--- src/rtl/core/nrt_pkg.sv ---
// shared types and constants for the neighbor route table
package nrt_pkg;

  localparam int unsigned CountOutW = 5;
  localparam int unsigned InDataW   = 40;
  localparam int unsigned OutDataW  = 80;

  typedef enum logic [2:0] {
    CMD_UPDATE   = 3'd0,
    CMD_NEXT_HOP = 3'd1,
    CMD_FIND     = 3'd2,
    CMD_PRUNE    = 3'd3,
    CMD_TICK     = 3'd4
  } cmd_e;

  typedef struct packed {
    logic [15:0]       addr;
    logic signed [7:0] rssi;
    logic [7:0]        hops;
    logic              ble;
    logic              lora;
  } item_t;

  typedef struct packed {
    logic [15:0]       addr;
    logic signed [7:0] rssi;
    logic [7:0]        hops;
    logic [31:0]       seen;
    logic              lora;
    logic              ble;
  } entry_t;

  typedef struct packed {
    logic [15:0]          route_addr;
    logic                 found;
    logic signed [7:0]    entry_rssi;
    logic [7:0]           entry_hops;
    logic [31:0]          entry_seen;
    logic                 entry_ble;
    logic                 entry_lora;
    logic                 dropped;
    logic [CountOutW-1:0] entry_count;
  } result_t;

endpackage

--- src/rtl/core/neighbor_route_table_top.sv ---
// neighbor route table: stream ports, max age register and result register
// update, next hop and find scan the entries with one memory read per entry, stopping early
// on an address match; prune visits each entry and moves the last entry into a stale slot;
// tick and unused commands go straight to the result; one item at a time
// reset clears count, clock, max age and handshakes; entry memory is not cleared,
// entries beyond the count are never read, so no clearing pass is needed
module neighbor_route_table_top #(
  parameter int unsigned DEPTH = 16
) (
  input  logic        clk_i,
  input  logic        rst_ni,
  input  logic        s_axis_tvalid,
  output logic        s_axis_tready,
  // addr[15:0] rssi[23:16] hops[31:24] ble[32] lora[33]
  input  logic [nrt_pkg::InDataW-1:0] s_axis_tdata,
  input  logic [2:0]  s_axis_tuser,  // command[2:0]
  output logic        m_axis_tvalid,
  input  logic        m_axis_tready,
  // route_addr[15:0] found[16] entry_rssi[24:17] entry_hops[32:25] entry_seen[64:33]
  // entry_ble[65] entry_lora[66] dropped[67] entry_count[72:68]
  output logic [nrt_pkg::OutDataW-1:0] m_axis_tdata,
  input  logic        cfg_we_i,
  input  logic [31:0] cfg_wdata_i
);
  import nrt_pkg::*;

  localparam int unsigned AW = (DEPTH > 1) ? $clog2(DEPTH) : 1;
  localparam int unsigned CW = $clog2(DEPTH + 1);

  logic        max_age_q;
  logic [31:0] max_age_val_q;
  logic        seq_ready;
  logic        seq_done;
  logic        res_ready;
  result_t     seq_res;
  result_t     out_q;
  logic        out_valid_q;
  item_t       item;
  logic        rd_en;
  logic [AW-1:0] rd_addr;
  entry_t      rd_data;
  logic        wr_en;
  logic [AW-1:0] wr_addr;
  entry_t      wr_data;

  assign item.addr = s_axis_tdata[15:0];
  assign item.rssi = s_axis_tdata[23:16];
  assign item.hops = s_axis_tdata[31:24];
  assign item.ble  = s_axis_tdata[32];
  assign item.lora = s_axis_tdata[33];

  assign s_axis_tready = seq_ready;
  assign res_ready     = !out_valid_q || m_axis_tready;

  always_ff @(posedge clk_i or negedge rst_ni) begin
    if (!rst_ni) begin
      max_age_q     <= 1'b0;
      max_age_val_q <= '0;
      out_valid_q   <= 1'b0;
    end else begin
      if (cfg_we_i) begin
        max_age_q     <= 1'b1;
        max_age_val_q <= cfg_wdata_i;
      end
      if (seq_done && res_ready) begin
        out_valid_q <= 1'b1;
      end else if (m_axis_tready) begin
        out_valid_q <= 1'b0;
      end
    end
  end

  always_ff @(posedge clk_i) begin
    if (seq_done && res_ready) begin
      out_q <= seq_res;
    end
  end

  nrt_seq #(
    .DEPTH(DEPTH),
    .AW   (AW),
    .CW   (CW)
  ) u_seq (
    .clk_i      (clk_i),
    .rst_ni     (rst_ni),
    .start_i    (s_axis_tvalid && seq_ready),
    .ready_o    (seq_ready),
    .cmd_i      (s_axis_tuser),
    .item_i     (item),
    .max_age_i  (max_age_q ? max_age_val_q : 32'd0),
    .done_o     (seq_done),
    .res_ready_i(res_ready),
    .res_o      (seq_res),
    .rd_en_o    (rd_en),
    .rd_addr_o  (rd_addr),
    .rd_data_i  (rd_data),
    .wr_en_o    (wr_en),
    .wr_addr_o  (wr_addr),
    .wr_data_o  (wr_data)
  );

  nrt_entry_ram #(
    .DEPTH(DEPTH),
    .AW   (AW)
  ) u_ram (
    .clk_i    (clk_i),
    .rd_en_i  (rd_en),
    .rd_addr_i(rd_addr),
    .rd_data_o(rd_data),
    .wr_en_i  (wr_en),
    .wr_addr_i(wr_addr),
    .wr_data_i(wr_data)
  );

  assign m_axis_tvalid = out_valid_q;
  assign m_axis_tdata  = {7'd0, out_q.entry_count, out_q.dropped, out_q.entry_lora,
                          out_q.entry_ble, out_q.entry_seen, out_q.entry_hops,
                          out_q.entry_rssi, out_q.found, out_q.route_addr};

endmodule

--- src/rtl/core/nrt_entry_ram.sv ---
// single-port-read, single-port-write entry memory with registered read data
module nrt_entry_ram #(
  parameter int unsigned DEPTH = 16,
  parameter int unsigned AW    = 4
) (
  input  logic            clk_i,
  input  logic            rd_en_i,
  input  logic [AW-1:0]   rd_addr_i,
  output nrt_pkg::entry_t rd_data_o,
  input  logic            wr_en_i,
  input  logic [AW-1:0]   wr_addr_i,
  input  nrt_pkg::entry_t wr_data_i
);
  import nrt_pkg::*;

  entry_t mem_q [DEPTH];
  entry_t rd_data_q;

  always_ff @(posedge clk_i) begin
    if (wr_en_i) begin
      mem_q[wr_addr_i] <= wr_data_i;
    end
  end

  always_ff @(posedge clk_i) begin
    if (rd_en_i) begin
      rd_data_q <= mem_q[rd_addr_i];
    end
  end

  assign rd_data_o = rd_data_q;

endmodule

--- src/rtl/core/nrt_seq.sv ---
// command sequencer: scans, updates and compacts the entry memory
module nrt_seq #(
  parameter int unsigned DEPTH = 16,
  parameter int unsigned AW    = 4,
  parameter int unsigned CW    = 5
) (
  input  logic             clk_i,
  input  logic             rst_ni,
  input  logic             start_i,
  output logic             ready_o,
  input  logic [2:0]       cmd_i,
  input  nrt_pkg::item_t   item_i,
  input  logic [31:0]      max_age_i,
  output logic             done_o,
  input  logic             res_ready_i,
  output nrt_pkg::result_t res_o,
  output logic             rd_en_o,
  output logic [AW-1:0]    rd_addr_o,
  input  nrt_pkg::entry_t  rd_data_i,
  output logic             wr_en_o,
  output logic [AW-1:0]    wr_addr_o,
  output nrt_pkg::entry_t  wr_data_o
);
  import nrt_pkg::*;

  typedef enum logic [2:0] {
    S_IDLE,
    S_SCAN,
    S_PR_RD,
    S_PR_CHK,
    S_PR_MOVE,
    S_DONE
  } state_e;

  state_e            state_q, state_d;
  cmd_e              cmd_q, cmd_d;
  item_t             item_q, item_d;
  logic [CW-1:0]     count_q, count_d;
  logic [31:0]       clock_q, clock_d;
  logic [CW-1:0]     idx_q, idx_d;
  logic              pend_q, pend_d;
  logic [AW-1:0]     pend_idx_q, pend_idx_d;
  logic              hit_q, hit_d;
  logic [AW-1:0]     hit_idx_q, hit_idx_d;
  entry_t            hit_ent_q, hit_ent_d;
  logic              have_best_q, have_best_d;
  logic signed [7:0] best_rssi_q, best_rssi_d;
  logic [15:0]       best_addr_q, best_addr_d;
  result_t           res_q, res_d;
  logic [31:0]       age;
  logic              scan_end;

  assign age      = clock_q - rd_data_i.seen;
  assign scan_end = hit_q || (!pend_q && (idx_q >= count_q));

  always_comb begin
    state_d     = state_q;
    cmd_d       = cmd_q;
    item_d      = item_q;
    count_d     = count_q;
    clock_d     = clock_q;
    idx_d       = idx_q;
    pend_d      = 1'b0;
    pend_idx_d  = pend_idx_q;
    hit_d       = hit_q;
    hit_idx_d   = hit_idx_q;
    hit_ent_d   = hit_ent_q;
    have_best_d = have_best_q;
    best_rssi_d = best_rssi_q;
    best_addr_d = best_addr_q;
    res_d       = res_q;
    rd_en_o     = 1'b0;
    rd_addr_o   = idx_q[AW-1:0];
    wr_en_o     = 1'b0;
    wr_addr_o   = idx_q[AW-1:0];
    wr_data_o   = rd_data_i;

    case (state_q)
      S_IDLE: begin
        if (start_i) begin
          cmd_d       = cmd_e'(cmd_i);
          item_d      = item_i;
          idx_d       = '0;
          hit_d       = 1'b0;
          have_best_d = 1'b0;
          res_d       = '0;
          case (cmd_e'(cmd_i))
            CMD_UPDATE, CMD_NEXT_HOP, CMD_FIND: begin
              state_d = S_SCAN;
            end
            CMD_PRUNE: begin
              state_d = S_PR_RD;
            end
            CMD_TICK: begin
              clock_d           = clock_q + 32'd1;
              res_d.entry_count = CountOutW'(count_q);
              state_d           = S_DONE;
            end
            default: begin
              res_d.entry_count = CountOutW'(count_q);
              state_d           = S_DONE;
            end
          endcase
        end
      end

      S_SCAN: begin
        // one read issued per cycle, compared in the cycle after
        if (!hit_q && (idx_q < count_q)) begin
          rd_en_o    = 1'b1;
          idx_d      = idx_q + 1'b1;
          pend_d     = 1'b1;
          pend_idx_d = idx_q[AW-1:0];
        end
        if (pend_q && !hit_q) begin
          if (rd_data_i.addr == item_q.addr) begin
            hit_d     = 1'b1;
            hit_idx_d = pend_idx_q;
            hit_ent_d = rd_data_i;
          end
          // strict compare keeps the first of equal strengths
          if (!have_best_q || ($signed(rd_data_i.rssi) > $signed(best_rssi_q))) begin
            have_best_d = 1'b1;
            best_rssi_d = rd_data_i.rssi;
            best_addr_d = rd_data_i.addr;
          end
        end
        if (scan_end) begin
          pend_d           = 1'b0;
          wr_data_o.addr   = item_q.addr;
          wr_data_o.rssi   = item_q.rssi;
          wr_data_o.hops   = item_q.hops;
          wr_data_o.seen   = clock_q;
          wr_data_o.ble    = item_q.ble;
          wr_data_o.lora   = item_q.lora;
          case (cmd_q)
            CMD_UPDATE: begin
              if (hit_q) begin
                wr_en_o   = 1'b1;
                wr_addr_o = hit_idx_q;
              end else if (count_q < CW'(DEPTH)) begin
                wr_en_o   = 1'b1;
                wr_addr_o = count_q[AW-1:0];
                count_d   = count_q + 1'b1;
              end else begin
                res_d.dropped = 1'b1;
              end
            end
            CMD_NEXT_HOP: begin
              if (hit_q) begin
                res_d.route_addr = item_q.addr;
              end else if (have_best_q) begin
                res_d.route_addr = best_addr_q;
              end
            end
            CMD_FIND: begin
              if (hit_q) begin
                res_d.found      = 1'b1;
                res_d.entry_rssi = hit_ent_q.rssi;
                res_d.entry_hops = hit_ent_q.hops;
                res_d.entry_seen = hit_ent_q.seen;
                res_d.entry_ble  = hit_ent_q.ble;
                res_d.entry_lora = hit_ent_q.lora;
              end
            end
            default: begin
            end
          endcase
          res_d.entry_count = CountOutW'(count_d);
          state_d           = S_DONE;
        end
      end

      S_PR_RD: begin
        if (idx_q < count_q) begin
          rd_en_o = 1'b1;
          state_d = S_PR_CHK;
        end else begin
          res_d.entry_count = CountOutW'(count_q);
          state_d           = S_DONE;
        end
      end

      S_PR_CHK: begin
        if (age > max_age_i) begin
          // stale: fetch the last entry to fill the hole
          rd_en_o   = 1'b1;
          rd_addr_o = AW'(count_q - 1'b1);
          state_d   = S_PR_MOVE;
        end else begin
          idx_d   = idx_q + 1'b1;
          state_d = S_PR_RD;
        end
      end

      S_PR_MOVE: begin
        // moved entry is rechecked at the same index
        wr_en_o = 1'b1;
        count_d = count_q - 1'b1;
        state_d = S_PR_RD;
      end

      S_DONE: begin
        if (res_ready_i) begin
          state_d = S_IDLE;
        end
      end

      default: begin
        state_d = S_IDLE;
      end
    endcase
  end

  always_ff @(posedge clk_i or negedge rst_ni) begin
    if (!rst_ni) begin
      state_q <= S_IDLE;
      count_q <= '0;
      clock_q <= '0;
      pend_q  <= 1'b0;
      hit_q   <= 1'b0;
    end else begin
      state_q <= state_d;
      count_q <= count_d;
      clock_q <= clock_d;
      pend_q  <= pend_d;
      hit_q   <= hit_d;
    end
  end

  always_ff @(posedge clk_i) begin
    cmd_q       <= cmd_d;
    item_q      <= item_d;
    idx_q       <= idx_d;
    pend_idx_q  <= pend_idx_d;
    hit_idx_q   <= hit_idx_d;
    hit_ent_q   <= hit_ent_d;
    have_best_q <= have_best_d;
    best_rssi_q <= best_rssi_d;
    best_addr_q <= best_addr_d;
    res_q       <= res_d;
  end

  assign ready_o = (state_q == S_IDLE);
  assign done_o  = (state_q == S_DONE);
  assign res_o   = res_q;

endmodule

--- config.mk ---
export PLATFORM = sky130hd
export DESIGN_NAME = neighbor_route_table_top
export DESIGN_NICKNAME = d
export VERILOG_FILES = /design/src/rtl/core/nrt_pkg.sv /design/src/rtl/core/neighbor_route_table_top.sv /design/src/rtl/core/nrt_entry_ram.sv /design/src/rtl/core/nrt_seq.sv
export SDC_FILE = /design/constraint.sdc
export NUM_CORES = 2
export LEC_CHECK = 0
export BUFFER_PORTS_ARGS = -buffer_cell sky130_fd_sc_hd__buf_2
export CAP_MARGIN = 20
export CELL_PAD_IN_SITES_DETAIL_PLACEMENT = 1
export CELL_PAD_IN_SITES_GLOBAL_PLACEMENT = 1
export CORE_MARGIN = 2
export CORE_UTILIZATION = 40
export DETAILED_ROUTE_END_ITERATION = 12
export PLACE_DENSITY_LB_ADDON = 0.1
export SYNTH_ARGS = -nofsm -noshare
export SYNTH_HDL_FRONTEND = slang
export SYNTH_SLANG_ARGS = --single-unit
--- constraint.sdc ---
create_clock -name clk_i -period 12.9 [get_ports clk_i]
set_input_delay 1.29 -clock clk_i [delete_from_list [all_inputs] [get_ports clk_i]]
set_output_delay 1.29 -clock clk_i [all_outputs]
set_load 0.01 [all_outputs]
==> impl_summary.log <==
INFO  metric vdd.ir_drop.worst = 0.2250 mV
INFO  metric timing.critical_path.required = about 13 ns
INFO  metric clkSinkCount = 1469
INFO  metric synthArstFlopShare = between 5 and 6%
INFO  metric dieArea = around 150000 µm²
INFO  metric postLayoutCoreUtil = a little under half
INFO  metric design.core.area = ~150000 µm²
INFO  metric rsz_0062_raised_after_global_routing = no
INFO  metric synth-xor-area-share = roughly 1.2%
INFO  metric first_pass_grt_wire_length = roughly 230000 µm
INFO  metric grt_start_max_net_pins = 140
INFO  metric clock_power_share = between 20% and 30%
INFO  metric layout_commonest_cell = sky130_fd_sc_hd__edfxtp_1
INFO  metric power_report.internal_total = 11.01 mW
INFO  metric final_min_period_over_clock_period = around two thirds
INFO  metric syn_to_final_growth = 14.58%
INFO  metric die_w = around 390 µm
INFO  metric total_leakage_power = around 24 nW
INFO  metric detail-route-antenna-nets = 0
INFO  metric final_nets = around 3900
INFO  metric startpoint_type = flip-flop
INFO  metric holdCritPathClass = in -> async
INFO  metric switching_share = about a third
INFO  metric status = complete, no violations
INFO  metric synth.cell_area = around 58000 µm²
INFO  metric dp.cells = 5486
INFO  metric routed_via_density = around 5.5
INFO  metric post_cts_resized = 0
INFO  metric crit-reg2reg-launch = u_seq.clock_q[0]$_DFFE_PN0P_
INFO  metric share_seq_of_total_power = around 43%
INFO  metric combinationalPowerShare = a little under a third
INFO  metric postSynth.topFlopCell = sky130_fd_sc_hd__edfxtp_1
INFO  metric synth_warnings = 0
INFO  metric cts_tree = built
INFO  metric timing.max_slew.rel_slack = 25.02%
INFO  metric post-route-min-period = ~8.6 ns
INFO  metric grt_use_total = 21.32%
INFO  metric wl_per_cell = about 27 µm
INFO  metric most-common-layout-cells = 1393 x sky130_fd_sc_hd__edfxtp_1, 544 x sky130_fd_sc_hd__mux2i_1, 268 x sky130_fd_sc_hd__o22ai_1
INFO  metric synth_enable_flop_cells = about 1400
INFO  metric reg2reg_slack = roughly 4.3 ns
INFO  metric synth_top_family_by_area = multiplexers
INFO  metric routed-via-count = about 32000
INFO  metric synth-adder-area-share = between 1.5 and 2%
INFO  metric number_of_antenna_violations_at_the_first_check_in_global_routing = 5
INFO  metric yosys-mux-area-fraction = approximately a tenth
INFO  metric cts_setup_buffers = 0
INFO  metric top_level_ports = between 150 and 200
INFO  metric finalWeightedCongestion = ~0.77
INFO  metric cts-buffers-inserted = between 150 and 200
INFO  metric first_global_vias = 33600
INFO  metric detailed_place_hpwl = 89020 µm
INFO  metric worst_pin_slew = roughly 1.1 ns
INFO  metric timing.setup.tns = 0 ns
INFO  metric report.final.setup_viol = 0
INFO  metric clock-root-buffer = sky130_fd_sc_hd__clkbuf_16
INFO  metric synth_simple_gate_area_share = approximately 4.9%
INFO  metric post_synth_num_cell_types = 80
INFO  metric p_per_area = around 250 nW/µm²
INFO  metric synth_compound_gate_area_share = under 10%
INFO  metric cts_buffer_depth = 3
INFO  metric dr.pass1.iters = 6
INFO  metric insertion_delay = 0.80 ns
INFO  metric grt-ovfl-total = 0
INFO  metric htreeDepth = 4
INFO  metric die_h = ~390 µm
INFO  metric reg2reg_depth = 25
INFO  metric share_of_final_layout_standard_cells_stronger_than_drive_strength_1 = about 15%
INFO  metric final_slew_viol_count = 0
INFO  metric worstSetupPathType = reg -> reg
INFO  metric final_hold_violations = 0
INFO  metric netlist_instances = ~3500
INFO  metric fp-row-count = 140
INFO  metric routed_wirelength = roughly 160000 µm
INFO  metric final.setup_skew = 0.03334 ns
INFO  metric wp_data_arrival = approximately 9.2 ns
INFO  metric synthesis.area_per_instance = around 17 µm²
INFO  metric drv_cap = 0
INFO  metric finish.cell_count_without_fillers = ~5800
INFO  metric worst_slack_on_hold_paths = 0.3514 ns
INFO  metric io_buffers = 148
INFO  metric synth-seq-cells = 1469
INFO  metric clkSlewWorstSetupHoldPaths = 0.06 ns
INFO  metric crit_fanout = ~100
INFO  metric critPathCaptureType = flip-flop
INFO  metric starting_density_of_the_core = between 40% and 50%
INFO  metric drc = 0
INFO  metric rr_endpoint = u_ram.rd_data_o[27]$_DFFE_PP_
INFO  metric fmaxAchievable = approximately 120 MHz
INFO  metric power_switching = 5.656 mW
INFO  metric drt_iter0_drc = between 2000 and 2500
INFO  metric cts_hold_buf = 0
INFO  metric seq_area_frac_synth = between 70% and 80%
-- kinds of logic (layout without fill, tap and decap cells) --
kind of cell | Yosys count | after routing
DFF | 1469 | 1469
muxes | 580 | 580
and+or+nand+nor | 556 | 556
AOI/OAI and AO/OA | 475 | 475
buffers and inverters | 240 | 615
xor gates and xnor gates | 82 | 82
adders and majority gates | 81 | 81
other | 1 | 8
-- flip-flops by register name (all words and copies together) (netlist names), 5 cells and up --
signal             count
u_seq.hit_ent_q       50
u_seq.idx_q            5
u_ram.mem_q         1056
u_seq.res_o           73
u_seq.best_addr_q     16
u_seq.count_q          5
max_age_val_q         32
u_ram.rd_data_o       66
u_seq.item_q          34
u_seq.clock_q         32
u_seq.best_rssi_q      8
m_axis_tdata          73
-- per-layer routing --
layer	vias up	track usage, %	part of all wire [%]
met2	787	34.94	48
li1	14170	-	-
met5	-	0	0
met4	0	5.880	2.2
met3	229	2.969	4.8
met1	16640	29.78	45
-- stage by stage --
| stage | area, µm² | total power [mW] | worst slack, ns |
|---|---|---|---|
| after global routing | 66760 | 17.44 | 3.657 |
| after CTS | 66670 | 16.83 | 3.820 |
| final | 66760 | 16.66 | 4.251 |
| after floorplan | 58290 | 10.42 | 2.334 |
| after detailed placement | 61680 | 12.42 | 3.827 |
| after global placement | 61660 | 12.17 | 3.959 |
-- power by group through the flow --
stage	clock [mW]	sequential, mW	combinational [mW]
2_1_floorplan	0	7.23	3.19
3_3_place_gp	0	7.31	4.86
3_5_place_dp	0	7.34	5.08
4_1_cts	4.49	7.25	5.10
5_1_grt	4.66	7.29	5.49
6_report	4.38	7.24	5.04
-- worst max-delay path by stage --
stage	cells after the start	end	slack (ns)	from
4_1_cts	24	u_ram.rd_data_o[22]$_DFFE_PP_	3.82	u_seq.clock_q[0]$_DFFE_PN0P_
3_5_place_dp	24	u_ram.rd_data_o[22]$_DFFE_PP_	3.83	u_seq.clock_q[0]$_DFFE_PN0P_
6_report	25	u_ram.rd_data_o[27]$_DFFE_PP_	4.25	u_seq.clock_q[0]$_DFFE_PN0P_
3_3_place_gp	24	u_ram.rd_data_o[21]$_DFFE_PP_	3.96	u_seq.clock_q[0]$_DFFE_PN0P_
5_1_grt	25	u_ram.rd_data_o[27]$_DFFE_PP_	3.66	u_seq.clock_q[0]$_DFFE_PN0P_
2_1_floorplan	10	u_seq.res_o[10]$_SDFFCE_PN0P_	2.33	u_seq.idx_q[0]$_SDFFCE_PN0P_
-- Yosys cell counts (all sizes together) (4+ instances only) --
library cell  instances  share of area, %
and3                 64              0.69
xor2                 36              0.54
edfxtp             1393                72
nor4                  8              0.12
o21a                 13              0.17
a21o                 16              0.21
o211ai                4             0.075
mux2                 33              0.64
o21ai                69              0.59
nor2b                 5             0.054
a21oi                49              0.42
or4                  66              0.85
ha                   80               1.7
nand4                14              0.20
a41oi                 6              0.14
inv                  66              0.43
nand2b                7             0.075
nor2                 94              0.63
o31a                  4             0.060
nand2               221               1.4
a211oi                9              0.12
and4                  4             0.060
and2                  6             0.064
clkbuf               76              0.49
xnor2                46              0.69
mux2i               547               9.4
buf                  97              0.91
o22ai               268               2.9
nor3                 27              0.25
dfrtp                76               3.3
nand3                26              0.22
a2bb2oi               4             0.060
-- worst max-delay path, cell delays in order, from the launching register on --
cell                       delay (ns)
sky130_fd_sc_hd__dfrtp_1         0.40
sky130_fd_sc_hd__inv_1           0.12
sky130_fd_sc_hd__ha_1            0.18
sky130_fd_sc_hd__inv_1           0.06
sky130_fd_sc_hd__fa_1            0.42
sky130_fd_sc_hd__a211o_1         0.28
sky130_fd_sc_hd__o211ai_1        0.12
sky130_fd_sc_hd__a211o_1         0.25
sky130_fd_sc_hd__a21boi_1        0.18
sky130_fd_sc_hd__a221oi_1        0.69
sky130_fd_sc_hd__o311ai_1        0.21
sky130_fd_sc_hd__o211a_1         0.19
sky130_fd_sc_hd__a211oi_1        0.25
sky130_fd_sc_hd__xnor2_1         0.11
sky130_fd_sc_hd__ha_1            0.31
sky130_fd_sc_hd__nand4_1         0.21
sky130_fd_sc_hd__nor4_2          0.61
sky130_fd_sc_hd__nand4_1         0.31
sky130_fd_sc_hd__o211ai_4        0.44
sky130_fd_sc_hd__mux2i_4         0.51
sky130_fd_sc_hd__buf_12          0.54
sky130_fd_sc_hd__buf_4           0.58
sky130_fd_sc_hd__buf_16          0.33
sky130_fd_sc_hd__mux2i_1         0.23
sky130_fd_sc_hd__o22ai_1         0.12
sky130_fd_sc_hd__or4_1           0.56
-- final cells by class --
cell class	count	area, µm²
fillers	13880	78460
flip-flops and latches	1469	43730
clock buffers	209	4293
well taps	1917	2399
repair buffers	256	1632
diodes	1	2.502
multi-input cells	1781	13750
clock inverters	83	698.2
inverters	67	252.7
No activity file was read; power rests on OpenSTA's default activity.
